File: src/rtl/core/lru_pr_pkg.sv
// ----------------------------------------------------------------------------
// lru_pr_pkg
// Shared types and constants for the lru page replacement engine.
// ----------------------------------------------------------------------------
package lru_pr_pkg;

   localparam int COUNT_BITS       = 32;
   localparam int CFG_BITS         = 5;
   localparam int FRAME_INDEX_BITS = 4;

   localparam logic [CFG_BITS-1:0]   CFG_RESET = 5'd16;
   localparam logic [COUNT_BITS-1:0] COUNT_MAX = '1;

   // flags that travel with the probe from cell to cell
   typedef struct packed {
      logic valid;
      logic found;
      logic best_valid;
   } probe_ctl_type;

   // write-back command broadcast to all cells
   typedef struct packed {
      logic en;
      logic fill;
   } wr_ctl_type;

   typedef enum logic [1:0] {
      ST_IDLE,
      ST_SEARCH,
      ST_COMMIT
   } state_type;

endpackage

File: src/rtl/core/lru_pr_cell.sv
// ----------------------------------------------------------------------------
// lru_pr_cell
// One page frame: holds valid, page and stamp, updates the passing probe
// with its match and minimum-stamp results, and takes write-back commands.
// ----------------------------------------------------------------------------
module lru_pr_cell #(
   parameter int INDEX      = 0,
   parameter int PAGE_BITS  = 20,
   parameter int STAMP_BITS = 32,
   parameter int IDX_BITS   = 4
) (
   input  logic                       clock,
   input  logic                       reset,
   input  logic                       active,
   input  lru_pr_pkg::probe_ctl_type  prb_ctl_in,
   input  logic [PAGE_BITS-1:0]       prb_page_in,
   input  logic [IDX_BITS-1:0]        prb_hit_slot_in,
   input  logic [STAMP_BITS-1:0]      prb_best_stamp_in,
   input  logic [IDX_BITS-1:0]        prb_best_slot_in,
   input  logic [PAGE_BITS-1:0]       prb_best_page_in,
   output lru_pr_pkg::probe_ctl_type  prb_ctl_out,
   output logic [PAGE_BITS-1:0]       prb_page_out,
   output logic [IDX_BITS-1:0]        prb_hit_slot_out,
   output logic [STAMP_BITS-1:0]      prb_best_stamp_out,
   output logic [IDX_BITS-1:0]        prb_best_slot_out,
   output logic [PAGE_BITS-1:0]       prb_best_page_out,
   input  lru_pr_pkg::wr_ctl_type     wr_ctl,
   input  logic [IDX_BITS-1:0]        wr_slot,
   input  logic [PAGE_BITS-1:0]       wr_page,
   input  logic [STAMP_BITS-1:0]      wr_stamp
);

   localparam logic [IDX_BITS-1:0] MY_INDEX = IDX_BITS'(INDEX);

   logic                      valid_ff;
   logic [PAGE_BITS-1:0]      page_ff;
   logic [STAMP_BITS-1:0]     stamp_ff;

   lru_pr_pkg::probe_ctl_type ctl_in, ctl_ff;
   logic [PAGE_BITS-1:0]      page_o_ff;
   logic [IDX_BITS-1:0]       hit_slot_in, hit_slot_ff;
   logic [STAMP_BITS-1:0]     best_stamp_in, best_stamp_ff;
   logic [IDX_BITS-1:0]       best_slot_in, best_slot_ff;
   logic [PAGE_BITS-1:0]      best_page_in, best_page_ff;

   logic match;
   logic take_min;
   logic wr_hit;

   // first match wins, so a lower frame that already matched keeps the hit
   assign match    = active && valid_ff && (page_ff == prb_page_in) && !prb_ctl_in.found;
   // cell zero seeds the minimum; strict compare keeps ties on the lower frame
   assign take_min = active && ((INDEX == 0) || (stamp_ff < prb_best_stamp_in));
   assign wr_hit   = wr_ctl.en && (wr_slot == MY_INDEX);

   always_comb begin
      ctl_in            = prb_ctl_in;
      ctl_in.found      = prb_ctl_in.found | match;
      ctl_in.best_valid = take_min ? valid_ff : prb_ctl_in.best_valid;
      hit_slot_in       = match ? MY_INDEX : prb_hit_slot_in;
      best_stamp_in     = take_min ? stamp_ff : prb_best_stamp_in;
      best_slot_in      = take_min ? MY_INDEX : prb_best_slot_in;
      best_page_in      = take_min ? page_ff : prb_best_page_in;
   end

   always_ff @(posedge clock) begin
      if (reset) begin
         valid_ff <= 1'b0;
         stamp_ff <= '0;
      end else if (wr_hit) begin
         stamp_ff <= wr_stamp;
         if (wr_ctl.fill) begin
            valid_ff <= 1'b1;
         end
      end
   end

   always_ff @(posedge clock) begin
      if (wr_hit && wr_ctl.fill) begin
         page_ff <= wr_page;
      end
   end

   always_ff @(posedge clock) begin
      if (reset) begin
         ctl_ff <= '0;
      end else begin
         ctl_ff <= ctl_in;
      end
   end

   always_ff @(posedge clock) begin
      page_o_ff     <= prb_page_in;
      hit_slot_ff   <= hit_slot_in;
      best_stamp_ff <= best_stamp_in;
      best_slot_ff  <= best_slot_in;
      best_page_ff  <= best_page_in;
   end

   assign prb_ctl_out        = ctl_ff;
   assign prb_page_out       = page_o_ff;
   assign prb_hit_slot_out   = hit_slot_ff;
   assign prb_best_stamp_out = best_stamp_ff;
   assign prb_best_slot_out  = best_slot_ff;
   assign prb_best_page_out  = best_page_ff;

endmodule

File: src/rtl/core/lru_page_replacement.sv
// ----------------------------------------------------------------------------
// lru_page_replacement
// LRU page replacement engine built as a chain of frame cells.
// ----------------------------------------------------------------------------
//  channel  direction  handshake             payload
//  req_     in         req_valid/req_stall   page_number
//  rsp_     out        rsp_valid/rsp_stall   hit, frame_index, evicted_valid,
//                                            evicted_page, fault_total
//  csr_     in         csr_valid/csr_ready   frames_in_use (write only)
//
//  one reference at a time: the probe walks the FRAMES cells one per cycle,
//  then the end of the chain is captured and committed to the result
//  register, and the next one can be accepted once its result is loaded.
//  reset clears all frames, stamps and counters and sets frames_in_use to 16.
//  a stalled result holds the commit step; req_stall is high while busy.
// ----------------------------------------------------------------------------
module lru_page_replacement #(
   parameter int FRAMES     = 16,
   parameter int PAGE_BITS  = 20,
   parameter int STAMP_BITS = 32
) (
   input  logic                                        clock,
   input  logic                                        reset,
   input  logic                                        req_valid,
   output logic                                        req_stall,
   input  logic [PAGE_BITS-1:0]                        req_page_number,
   output logic                                        rsp_valid,
   input  logic                                        rsp_stall,
   output logic                                        rsp_hit,
   output logic [lru_pr_pkg::FRAME_INDEX_BITS-1:0]     rsp_frame_index,
   output logic                                        rsp_evicted_valid,
   output logic [PAGE_BITS-1:0]                        rsp_evicted_page,
   output logic [lru_pr_pkg::COUNT_BITS-1:0]           rsp_fault_total,
   input  logic                                        csr_valid,
   output logic                                        csr_ready,
   input  logic [lru_pr_pkg::CFG_BITS-1:0]             csr_frames_in_use
);

   localparam int IDX_BITS = (FRAMES > 1) ? $clog2(FRAMES) : 1;
   localparam int IXW      = (IDX_BITS > lru_pr_pkg::FRAME_INDEX_BITS) ?
                             IDX_BITS : lru_pr_pkg::FRAME_INDEX_BITS;
   localparam int CW       = (STAMP_BITS > lru_pr_pkg::COUNT_BITS) ?
                             STAMP_BITS : lru_pr_pkg::COUNT_BITS;
   localparam logic [CW-1:0] STAMP_MAX_EXT = CW'({STAMP_BITS{1'b1}});

   // configuration
   logic [lru_pr_pkg::CFG_BITS-1:0] frames_in_use_ff;
   logic [FRAMES-1:0]               cell_active;

   // state machine
   lru_pr_pkg::state_type state_ff, state_in;
   logic                  accept;
   logic                  commit;
   logic                  capture;

   // probe chain taps
   lru_pr_pkg::probe_ctl_type prb_ctl        [0:FRAMES];
   logic [PAGE_BITS-1:0]      prb_page       [0:FRAMES];
   logic [IDX_BITS-1:0]       prb_hit_slot   [0:FRAMES];
   logic [STAMP_BITS-1:0]     prb_best_stamp [0:FRAMES];
   logic [IDX_BITS-1:0]       prb_best_slot  [0:FRAMES];
   logic [PAGE_BITS-1:0]      prb_best_page  [0:FRAMES];
   logic [FRAMES:0]           prb_valid_vec;

   lru_pr_pkg::probe_ctl_type probe_ctl_ff;
   logic [PAGE_BITS-1:0]      probe_page_ff;

   // captured end of chain
   lru_pr_pkg::probe_ctl_type hold_ctl_ff;
   logic [PAGE_BITS-1:0]      hold_page_ff;
   logic [IDX_BITS-1:0]       hold_hit_slot_ff;
   logic [IDX_BITS-1:0]       hold_best_slot_ff;
   logic [PAGE_BITS-1:0]      hold_best_page_ff;

   // counters
   logic [lru_pr_pkg::COUNT_BITS-1:0] ref_count_ff, ref_next;
   logic [lru_pr_pkg::COUNT_BITS-1:0] fault_count_ff, fault_next;
   logic [CW-1:0]                     ref_ext;
   logic [STAMP_BITS-1:0]             stamp_new;

   // write-back broadcast
   lru_pr_pkg::wr_ctl_type wr_ctl_ff;
   logic [IDX_BITS-1:0]    wr_slot_ff;
   logic [PAGE_BITS-1:0]   wr_page_ff;
   logic [STAMP_BITS-1:0]  wr_stamp_ff;

   // commit decision
   logic [IDX_BITS-1:0] commit_slot;
   logic [IXW-1:0]      commit_slot_ext;
   logic                commit_ev_valid;

   // result register
   logic                                    rsp_valid_ff;
   logic                                    rsp_hit_ff;
   logic [lru_pr_pkg::FRAME_INDEX_BITS-1:0] rsp_frame_index_ff;
   logic                                    rsp_evicted_valid_ff;
   logic [PAGE_BITS-1:0]                    rsp_evicted_page_ff;
   logic [lru_pr_pkg::COUNT_BITS-1:0]       rsp_fault_total_ff;

   // ---------------------------------------------------------------------
   // configuration register
   // ---------------------------------------------------------------------
   assign csr_ready = 1'b1;

   always_ff @(posedge clock) begin
      if (reset) begin
         frames_in_use_ff <= lru_pr_pkg::CFG_RESET;
      end else if (csr_valid && csr_ready) begin
         frames_in_use_ff <= csr_frames_in_use;
      end
   end

   // frame zero always takes part, counts above FRAMES clip naturally
   for (genvar i = 0; i < FRAMES; i++) begin : g_active
      assign cell_active[i] = (i == 0) || (i < int'(frames_in_use_ff));
   end

   // ---------------------------------------------------------------------
   // state machine
   // ---------------------------------------------------------------------
   assign accept  = req_valid && !req_stall;
   assign capture = (state_ff == lru_pr_pkg::ST_SEARCH) && prb_ctl[FRAMES].valid;

   always_ff @(posedge clock) begin
      if (reset) begin
         state_ff <= lru_pr_pkg::ST_IDLE;
      end else begin
         state_ff <= state_in;
      end
   end

   always_comb begin
      state_in  = state_ff;
      req_stall = 1'b1;
      commit    = 1'b0;
      case (state_ff)
         lru_pr_pkg::ST_IDLE: begin
            req_stall = 1'b0;
            if (req_valid) begin
               state_in = lru_pr_pkg::ST_SEARCH;
            end
         end
         lru_pr_pkg::ST_SEARCH: begin
            if (prb_ctl[FRAMES].valid) begin
               state_in = lru_pr_pkg::ST_COMMIT;
            end
         end
         lru_pr_pkg::ST_COMMIT: begin
            if (!rsp_valid_ff || !rsp_stall) begin
               commit   = 1'b1;
               state_in = lru_pr_pkg::ST_IDLE;
            end
         end
         default: begin
            state_in = lru_pr_pkg::ST_IDLE;
         end
      endcase
   end

   // ---------------------------------------------------------------------
   // probe injection and cell chain
   // ---------------------------------------------------------------------
   always_ff @(posedge clock) begin
      if (reset) begin
         probe_ctl_ff <= '0;
      end else begin
         probe_ctl_ff.valid      <= accept;
         probe_ctl_ff.found      <= 1'b0;
         probe_ctl_ff.best_valid <= 1'b0;
      end
   end

   always_ff @(posedge clock) begin
      if (accept) begin
         probe_page_ff <= req_page_number;
      end
   end

   assign prb_ctl[0]        = probe_ctl_ff;
   assign prb_page[0]       = probe_page_ff;
   assign prb_hit_slot[0]   = '0;
   assign prb_best_stamp[0] = '0;
   assign prb_best_slot[0]  = '0;
   assign prb_best_page[0]  = '0;

   for (genvar i = 0; i < FRAMES; i++) begin : g_cell
      lru_pr_cell #(
         .INDEX      (i),
         .PAGE_BITS  (PAGE_BITS),
         .STAMP_BITS (STAMP_BITS),
         .IDX_BITS   (IDX_BITS)
      ) u_cell (
         .clock              (clock),
         .reset              (reset),
         .active             (cell_active[i]),
         .prb_ctl_in         (prb_ctl[i]),
         .prb_page_in        (prb_page[i]),
         .prb_hit_slot_in    (prb_hit_slot[i]),
         .prb_best_stamp_in  (prb_best_stamp[i]),
         .prb_best_slot_in   (prb_best_slot[i]),
         .prb_best_page_in   (prb_best_page[i]),
         .prb_ctl_out        (prb_ctl[i+1]),
         .prb_page_out       (prb_page[i+1]),
         .prb_hit_slot_out   (prb_hit_slot[i+1]),
         .prb_best_stamp_out (prb_best_stamp[i+1]),
         .prb_best_slot_out  (prb_best_slot[i+1]),
         .prb_best_page_out  (prb_best_page[i+1]),
         .wr_ctl             (wr_ctl_ff),
         .wr_slot            (wr_slot_ff),
         .wr_page            (wr_page_ff),
         .wr_stamp           (wr_stamp_ff)
      );
   end

   for (genvar i = 0; i <= FRAMES; i++) begin : g_vvec
      assign prb_valid_vec[i] = prb_ctl[i].valid;
   end

   always_ff @(posedge clock) begin
      if (capture) begin
         hold_ctl_ff       <= prb_ctl[FRAMES];
         hold_page_ff      <= prb_page[FRAMES];
         hold_hit_slot_ff  <= prb_hit_slot[FRAMES];
         hold_best_slot_ff <= prb_best_slot[FRAMES];
         hold_best_page_ff <= prb_best_page[FRAMES];
      end
   end

   // ---------------------------------------------------------------------
   // commit: counters, write-back, result
   // ---------------------------------------------------------------------
   assign ref_next   = (ref_count_ff == lru_pr_pkg::COUNT_MAX) ?
                       ref_count_ff : ref_count_ff + 1'b1;
   assign fault_next = (!hold_ctl_ff.found && (fault_count_ff != lru_pr_pkg::COUNT_MAX)) ?
                       fault_count_ff + 1'b1 : fault_count_ff;
   assign ref_ext    = CW'(ref_next);
   assign stamp_new  = (ref_ext > STAMP_MAX_EXT) ? STAMP_MAX_EXT[STAMP_BITS-1:0] :
                       ref_ext[STAMP_BITS-1:0];

   assign commit_slot     = hold_ctl_ff.found ? hold_hit_slot_ff : hold_best_slot_ff;
   assign commit_slot_ext = IXW'(commit_slot);
   assign commit_ev_valid = !hold_ctl_ff.found && hold_ctl_ff.best_valid;

   always_ff @(posedge clock) begin
      if (reset) begin
         ref_count_ff   <= '0;
         fault_count_ff <= '0;
         wr_ctl_ff      <= '0;
      end else begin
         wr_ctl_ff.en   <= commit;
         wr_ctl_ff.fill <= !hold_ctl_ff.found;
         if (commit) begin
            ref_count_ff   <= ref_next;
            fault_count_ff <= fault_next;
         end
      end
   end

   always_ff @(posedge clock) begin
      if (commit) begin
         wr_slot_ff  <= commit_slot;
         wr_page_ff  <= hold_page_ff;
         wr_stamp_ff <= stamp_new;
      end
   end

   always_ff @(posedge clock) begin
      if (reset) begin
         rsp_valid_ff <= 1'b0;
      end else if (commit) begin
         rsp_valid_ff <= 1'b1;
      end else if (!rsp_stall) begin
         rsp_valid_ff <= 1'b0;
      end
   end

   always_ff @(posedge clock) begin
      if (commit) begin
         rsp_hit_ff           <= hold_ctl_ff.found;
         rsp_frame_index_ff   <= commit_slot_ext[lru_pr_pkg::FRAME_INDEX_BITS-1:0];
         rsp_evicted_valid_ff <= commit_ev_valid;
         rsp_evicted_page_ff  <= commit_ev_valid ? hold_best_page_ff : '0;
         rsp_fault_total_ff   <= fault_next;
      end
   end

   assign rsp_valid         = rsp_valid_ff;
   assign rsp_hit           = rsp_hit_ff;
   assign rsp_frame_index   = rsp_frame_index_ff;
   assign rsp_evicted_valid = rsp_evicted_valid_ff;
   assign rsp_evicted_page  = rsp_evicted_page_ff;
   assign rsp_fault_total   = rsp_fault_total_ff;

   // ---------------------------------------------------------------------
   // assertions
   // ---------------------------------------------------------------------
   a_one_probe: assert property (@(posedge clock) disable iff (reset)
      $countones(prb_valid_vec) <= 1)
      else $error("more than one probe in the cell chain");

   a_end_in_search: assert property (@(posedge clock) disable iff (reset)
      prb_ctl[FRAMES].valid |-> state_ff == lru_pr_pkg::ST_SEARCH)
      else $error("probe left the chain outside the search state");

   a_hold_result: assert property (@(posedge clock) disable iff (reset)
      (state_ff == lru_pr_pkg::ST_COMMIT) && rsp_valid_ff && rsp_stall
      |=> state_ff == lru_pr_pkg::ST_COMMIT)
      else $error("commit overwrote a result that was not taken");

   a_wb_idle: assert property (@(posedge clock) disable iff (reset)
      wr_ctl_ff.en |-> (state_ff == lru_pr_pkg::ST_IDLE) && (prb_valid_vec == '0))
      else $error("write-back overlaps a probe");

endmodule
File: config.mk
export PLATFORM = sky130hd
export DESIGN_NAME = lru_page_replacement
export DESIGN_NICKNAME = d
export VERILOG_FILES = /design/src/rtl/core/lru_pr_pkg.sv /design/src/rtl/core/lru_pr_cell.sv /design/src/rtl/core/lru_page_replacement.sv
export SDC_FILE = /design/constraint.sdc
export NUM_CORES = 2
export LEC_CHECK = 0
export ABC_CLOCK_PERIOD_IN_PS = 7800
export BUFFER_PORTS_ARGS = -buffer_cell sky130_fd_sc_hd__buf_2
export CAP_MARGIN = 20
export CORE_MARGIN = 8
export CORE_UTILIZATION = 55
export DETAILED_ROUTE_END_ITERATION = 16
export PLACE_DENSITY = 0.8
export SYNTH_ARGS = -nofsm -noshare
export SYNTH_HDL_FRONTEND = slang
export SYNTH_SLANG_ARGS = --single-unit
File: constraint.sdc
create_clock -name clock -period 7.8 [get_ports clock]
set_input_delay 2.34 -clock clock [delete_from_list [all_inputs] [get_ports clock]]
set_output_delay 2.34 -clock clock [all_outputs]
set_load 0.02 [all_outputs]
### Word level (Yosys, flattened, before mapping)

Index checks and enable logic that the tools add are counted.

| storage, ports and cells | value |
|---|---|
| register bits | 2392 |
| input bits | 30 |
| word-level logic and storage cells | 479 |

| cells by class | value |
|---|---|
| add/sub/neg operators | 2 |
| $lt $le $gt $ge | 31 |
| equal/unequal tests | 39 |
| multiplexer cells | 58 |
| bitwise operators | 16 |
| reduce and logical (&&, ||, !) cells | 137 |

Operators with widths:

| cell | number |
|---|---|
| $mux 32 | 16 |
| $lt 32x32->1 | 15 |
| $eq 20x20->1 | 16 |
| $mux 20 | 15 |
| $logic_and 1x1->1 | 98 |
| $add 32x1->32 const B | 2 |
| $lt 4x5->1 const A | 8 |
| $eq 32x32->1 const B | 1 |
| $eq 4x4->1 const B | 8 |
| $gt 32x32->1 const B | 1 |
| $ne 32x32->1 const B | 1 |
| $reduce_and 2->1 | 16 |
| $mux 1 | 22 |
| $lt 3x5->1 const A | 4 |
| $logic_not 1->1 | 19 |
| $eq 4x3->1 const B | 4 |
| $or 1x1->1 | 16 |
| $lt 2x5->1 const A | 2 |
| $eq 4x2->1 const B | 2 |
| $mux 2 | 3 |
| $pmux 2 s3 | 1 |
| $lt 1x5->1 const A | 1 |
| $eq 4x1->1 const B | 1 |
| $logic_not 4->1 | 1 |
| 8 further kinds | 10 |

### Logic depth before layout (Yosys ltp)

| logic depth | value |
|---|---|
| word-level depth | 5 |
| depth in mapped cells | 11 |

### Cells and area by module

A second synthesis with hierarchy kept.

| unflattened totals | value |
|---|---|
| cell total of the unflattened synthesis | 8112 |
| area total of the unflattened synthesis | 92190.9 µm² |

Modules (own cells, without submodules):

| module | instances | cells an instance | area each (µm²) | sequential area each (µm²) |
|---|---|---|---|---|
| lru_pr_cell (g_cell[10].u_cell ...) | 8 | 461 | 5154.9 | 2922.8 |
| lru_page_replacement | 1 | 847 | 10431.3 | 6906.6 |
| lru_pr_cell (g_cell[11].u_cell ...) | 2 | 461 | 5157.4 | 2922.8 |
| lru_pr_cell (g_cell[13].u_cell ...) | 2 | 462 | 5154.9 | 2922.8 |
| lru_pr_cell (g_cell[4].u_cell ...) | 2 | 461 | 5152.4 | 2922.8 |
| lru_pr_cell (g_cell[15].u_cell) | 1 | 461 | 5153.7 | 2922.8 |
| lru_pr_cell (g_cell[0].u_cell) | 1 | 348 | 4436.8 | 2922.8 |

### Least setup slack after synthesis

Ideal clock, no wire load.

| timing | value |
|---|---|
| path kind | input -> register |
| start point | input port rsp_stall |
| end point | register fault_count_ff[17] (netlist name) |
| library setup time | 0.121 ns |
| arrival time | 6.327 ns |
| data required time | 7.679 ns |
| setup slack | 1.353 ns |
| stages | 9 |
| cells stage by stage | nand2_1 -> nand2b_1 -> clkbuf_1 -> clkinv_1 -> nand2b_1 -> clkbuf_1 -> a21oi_1 -> nand4_1 -> mux2_2 |

| between the ends | value |
|---|---|
| longest elaborated chain between the ends | 4 |

RTL lines:

| element | RTL line | RTL |
|---|---|---|
| start: declaration | lru_page_replacement.sv:28 | `input logic rsp_stall,` |
| $logic_not 1->1 | n/a |  |
| $logic_or 1x1->1 | lru_page_replacement.sv:149 | `if (!rsp_valid_ff \|\| !rsp_stall) begin` |
| $mux 1 | lru_page_replacement.sv:149 |  |
| $mux 1 | lru_page_replacement.sv:136 | `case (state_ff)` |
| net commit | lru_page_replacement.sv:53 | `logic commit;` |
| end signal: assignment | lru_page_replacement.sv:254 | `fault_count_ff <= fault_next;` |
| end: declaration | lru_page_replacement.sv:77 | `logic [lru_pr_pkg::COUNT_BITS-1:0] fault_count_ff, fault_next;` |

The timed path passes the listed nets, and every way through them passes these cells.
A chain may end at the register's enable or synchronous reset.

### Final worst setup path

Same ends and word-level chain as after synthesis.

==> run summary <==
Outcome - finished, final reports clean
Fillers - 12100
Final wirelength - 190 mm
H-tree Lvls - 4
Die area - 175000 µm²
Final Skew - 0.0396 ns
Layout area overhead - 10.9%
Worst Setup Path Type - input pin to flop
Starting DRT DRC Count - 4008
Ys async rst share - 0
NumNets Final - 8429
Pwr/cell area - 237 nW/µm²
CP startpoint - rsp_stall
IO Count - 91
Clock transition at path regs - 0.06 ns
CTS tree - built
Top cells by area, synth - dfxtp_1, edfxtp_1, mux2_2
Vias in the first global route - 55900
CP Launch Type - input pin
Cell Rows - 147
Worst setup path end - fault_count_ff[17]$_SDFFE_PP0P_
Leak pwr - 37.1 nW
CORE AREA - 161000 µm²
Post-route DRC - 0
R2R depth - 6
N_diodes - 0
Sequential element share of the synthesized area - 0.589
Final Hold Fails - 0
Wire per inst - 18.4 µm
Maximum vdd ir drop - 0.205 mV
Vias after detailed routing - 55600
# port buffers - 89
Antenna viol nets, final - 0
Initial antenna violation count - 0
FF-to-FF End - g_cell[12].u_cell.prb_best_page_out[4]$_DFF_P_
Hold crit path type - flop to flop
Cell variety after synth - 84
Number of gates resized after CTS - 0
Clock Tree Buf Depth - 3
Post-place setup slack - 2.59 ns
Total congestion overflow - 0
DIE HEIGHT - 418 µm
Top-count cell post-synth - dfxtp_1
Post-synth top cells - dfxtp_1, nand2_1, mux2_2
Final Critical Period - 4.36 ns
Synth area leader - dfxtp_1
# hold bufs at CTS - 0
Worst reg2reg path startpoint - frames_in_use_ff[4]$_SDFFE_PP1P_
First-pass GRT wire length - 300 mm
Post-Syn Area - 89100 µm²
Routability cong. - 0.866
Share of the synthesized area in the top cell type - 0.420
Largest net degree at the start of global routing - 215
Max Fclk - 229 MHz
Number of synthesized flops with an enable pin - 500
Post-placement cell area - 91400 µm²
Via/cell ratio - 5.41
Layout cell share with drive strength beyond 1 - 0.167
Setup bufs post-CTS - 0
Syn_nets - 8426
Clock buffer count from CTS - 216
Syn_area_per_cell - 11.2 µm²
Number of synthesized register bits - 2369
CP Max Fanout - 75
Final setup violation count - 0
Setup_tns - 0 ns
Final Power - 23.4 mW
Slew margin rel. - 0.183
Hold Path Stages - 0
CP required - 8.50 ns
RSZ-0062 raised after global routing - false
Final period util - 0.560
Final setup margin - 3.44 ns
CP arrival - 5.07 ns
Synth Flop Type - dfxtp_1
Clock latency on the worst-skew pair - 0.84 ns
Total of warnings raised by yosys - 0
Gr usage total - 0.209
Worst Tran Pin Value - 1.22 ns
Syn Inst Count - 7929
# clock sinks - 2369
Post-DP HPWL - 130 mm
R2R Setup Slk - 3.73 ns
CTS root buf - clkbuf_16
TritonRoute pass-1 iters - 8
Max-cap viol count - 0
Max-slew violation count - 0
Chip width - 418 µm
Worst setup EP type - flop
Starting Density - 0.554
Post-layout instance area - 98800 µm²
## power breakdown
group	total, mW	internal, mW	switching (mW)
Combinational	0.207	0.0712	0.136
Clock	10.6	6.06	4.53
Sequential	12.6	12.6	0.0785
Total	23.4	18.7	4.74
## per-stage QoR
step / cells / hold WS (ns) / utilization
3_5_place_dp: 9868 / 0.335 / 0.569
3_3_place_gp: 9862 / 0.333 / 0.568
4_1_cts: 10300 / 0.344 / 0.614
2_1_floorplan: 7929 / 0.331 / -
6_report: 10300 / 0.345 / 0.614
5_1_grt: 10300 / 0.347 / 0.614
## layout make-up
| cell class | instances | area (µm²) | share of cell area |
|---|---|---|---|
| Sequential cell | 2369 | 52400 | 0.531 |
| Multi-Input combinational cell | 4691 | 33300 | 0.338 |
| Clock buffer | 321 | 6390 | 0.0647 |
| Tap cell | 2160 | 2700 | 0.0274 |
| Inverter | 503 | 1890 | 0.0191 |
| Timing Repair Buffer | 151 | 1150 | 0.0117 |
| Clock inverter | 88 | 862 | 0.00873 |
## sequential cells by signal, summed over array words and instances (netlist names), 20 cells and up
| register | count |
|---|---|
| g_cell.u_cell.prb_best_slot_out | 49 |
| probe_page_ff | 20 |
| fault_count_ff | 32 |
| g_cell.u_cell.prb_hit_slot_out | 49 |
| hold_best_page_ff | 20 |
| g_cell.u_cell.prb_best_page_out | 320 |
| wr_stamp_ff | 32 |
| g_cell.u_cell.stamp_ff | 512 |
| g_cell.u_cell.prb_best_stamp_out | 480 |
| rsp_fault_total | 32 |
| g_cell.u_cell.page_ff | 320 |
| g_cell.u_cell.prb_page_out | 320 |
| ref_count_ff | 32 |
| wr_page_ff | 20 |
| hold_page_ff | 20 |
| rsp_evicted_page | 20 |
| g_cell.u_cell.prb_ctl_out | 48 |
## layer usage
metal,vias up,routed length (µm),GRT usage,part of all wire
li1,26900,-,-,-
met1,26800,84000,0.276,0.44
met2,1458,89600,0.351,0.47
met3,376,9740,0.0317,0.051
met4,0,6350,0.0750,0.033
met5,-,0,0,0
## how the worst min path moves through the flow
stage | from | to | slack (ns)
finish | g_cell[0].u_cell.stamp_ff[23]$_SDFFE_PP0P_ | g_cell[0].u_cell.prb_best_stamp_out[23]$_DFF_P_ | 0.34
global route | g_cell[0].u_cell.stamp_ff[1]$_SDFFE_PP0P_ | g_cell[0].u_cell.prb_best_stamp_out[1]$_DFF_P_ | 0.35
CTS | g_cell[0].u_cell.stamp_ff[1]$_SDFFE_PP0P_ | g_cell[0].u_cell.prb_best_stamp_out[1]$_DFF_P_ | 0.34
detailed placement | g_cell[0].u_cell.stamp_ff[26]$_SDFFE_PP0P_ | g_cell[0].u_cell.prb_best_stamp_out[26]$_DFF_P_ | 0.33
global placement | g_cell[0].u_cell.stamp_ff[22]$_SDFFE_PP0P_ | g_cell[0].u_cell.prb_best_stamp_out[22]$_DFF_P_ | 0.33
floorplan | g_cell[0].u_cell.stamp_ff[0]$_SDFFE_PP0P_ | g_cell[0].u_cell.prb_best_stamp_out[0]$_DFF_P_ | 0.33
## kinds of logic after synthesis
family,synth area share
flops,0.589
simple gates,0.107
compound gates,0.0592
buf+inv,0.0385
mux,0.0986
fa+ha+maj,0.0656
xor+xnor,0.0418
other cells,0.0000421
## layout by cell type (no fill, tap or decap), types with 32 or more instances in the layout
cell	n
nor4_1	67
and4_1	37
nand3_1	77
o21ai_0	65
and2_1	47
buf_4	48
edfxtp_1	500
and3_1	32
nand4_1	128
nand2_1	1212
dfxtp_1	1869
a21oi_1	701
or2_2	58
nand2b_1	67
buf_2	88
ha_1	467
nor2b_1	60
nor3_1	37
clkbuf_16	223
mux2_2	734
clkbuf_8	44
nor2_1	184
xor2_1	164
clkbuf_1	53
clkinv_2	51
inv_1	501
xnor2_1	261
## worst max-delay path, cell delays in order
cell and delay, ns:
buf_2 0.09, nand2_1 0.21, nand2b_1 0.11, buf_4 0.26, inv_4 0.70, nand2b_1 0.44, a21oi_1 0.46, nand4_1 0.15
mux2_2 0.28
Note: power is estimated with default switching activity, not from simulation.
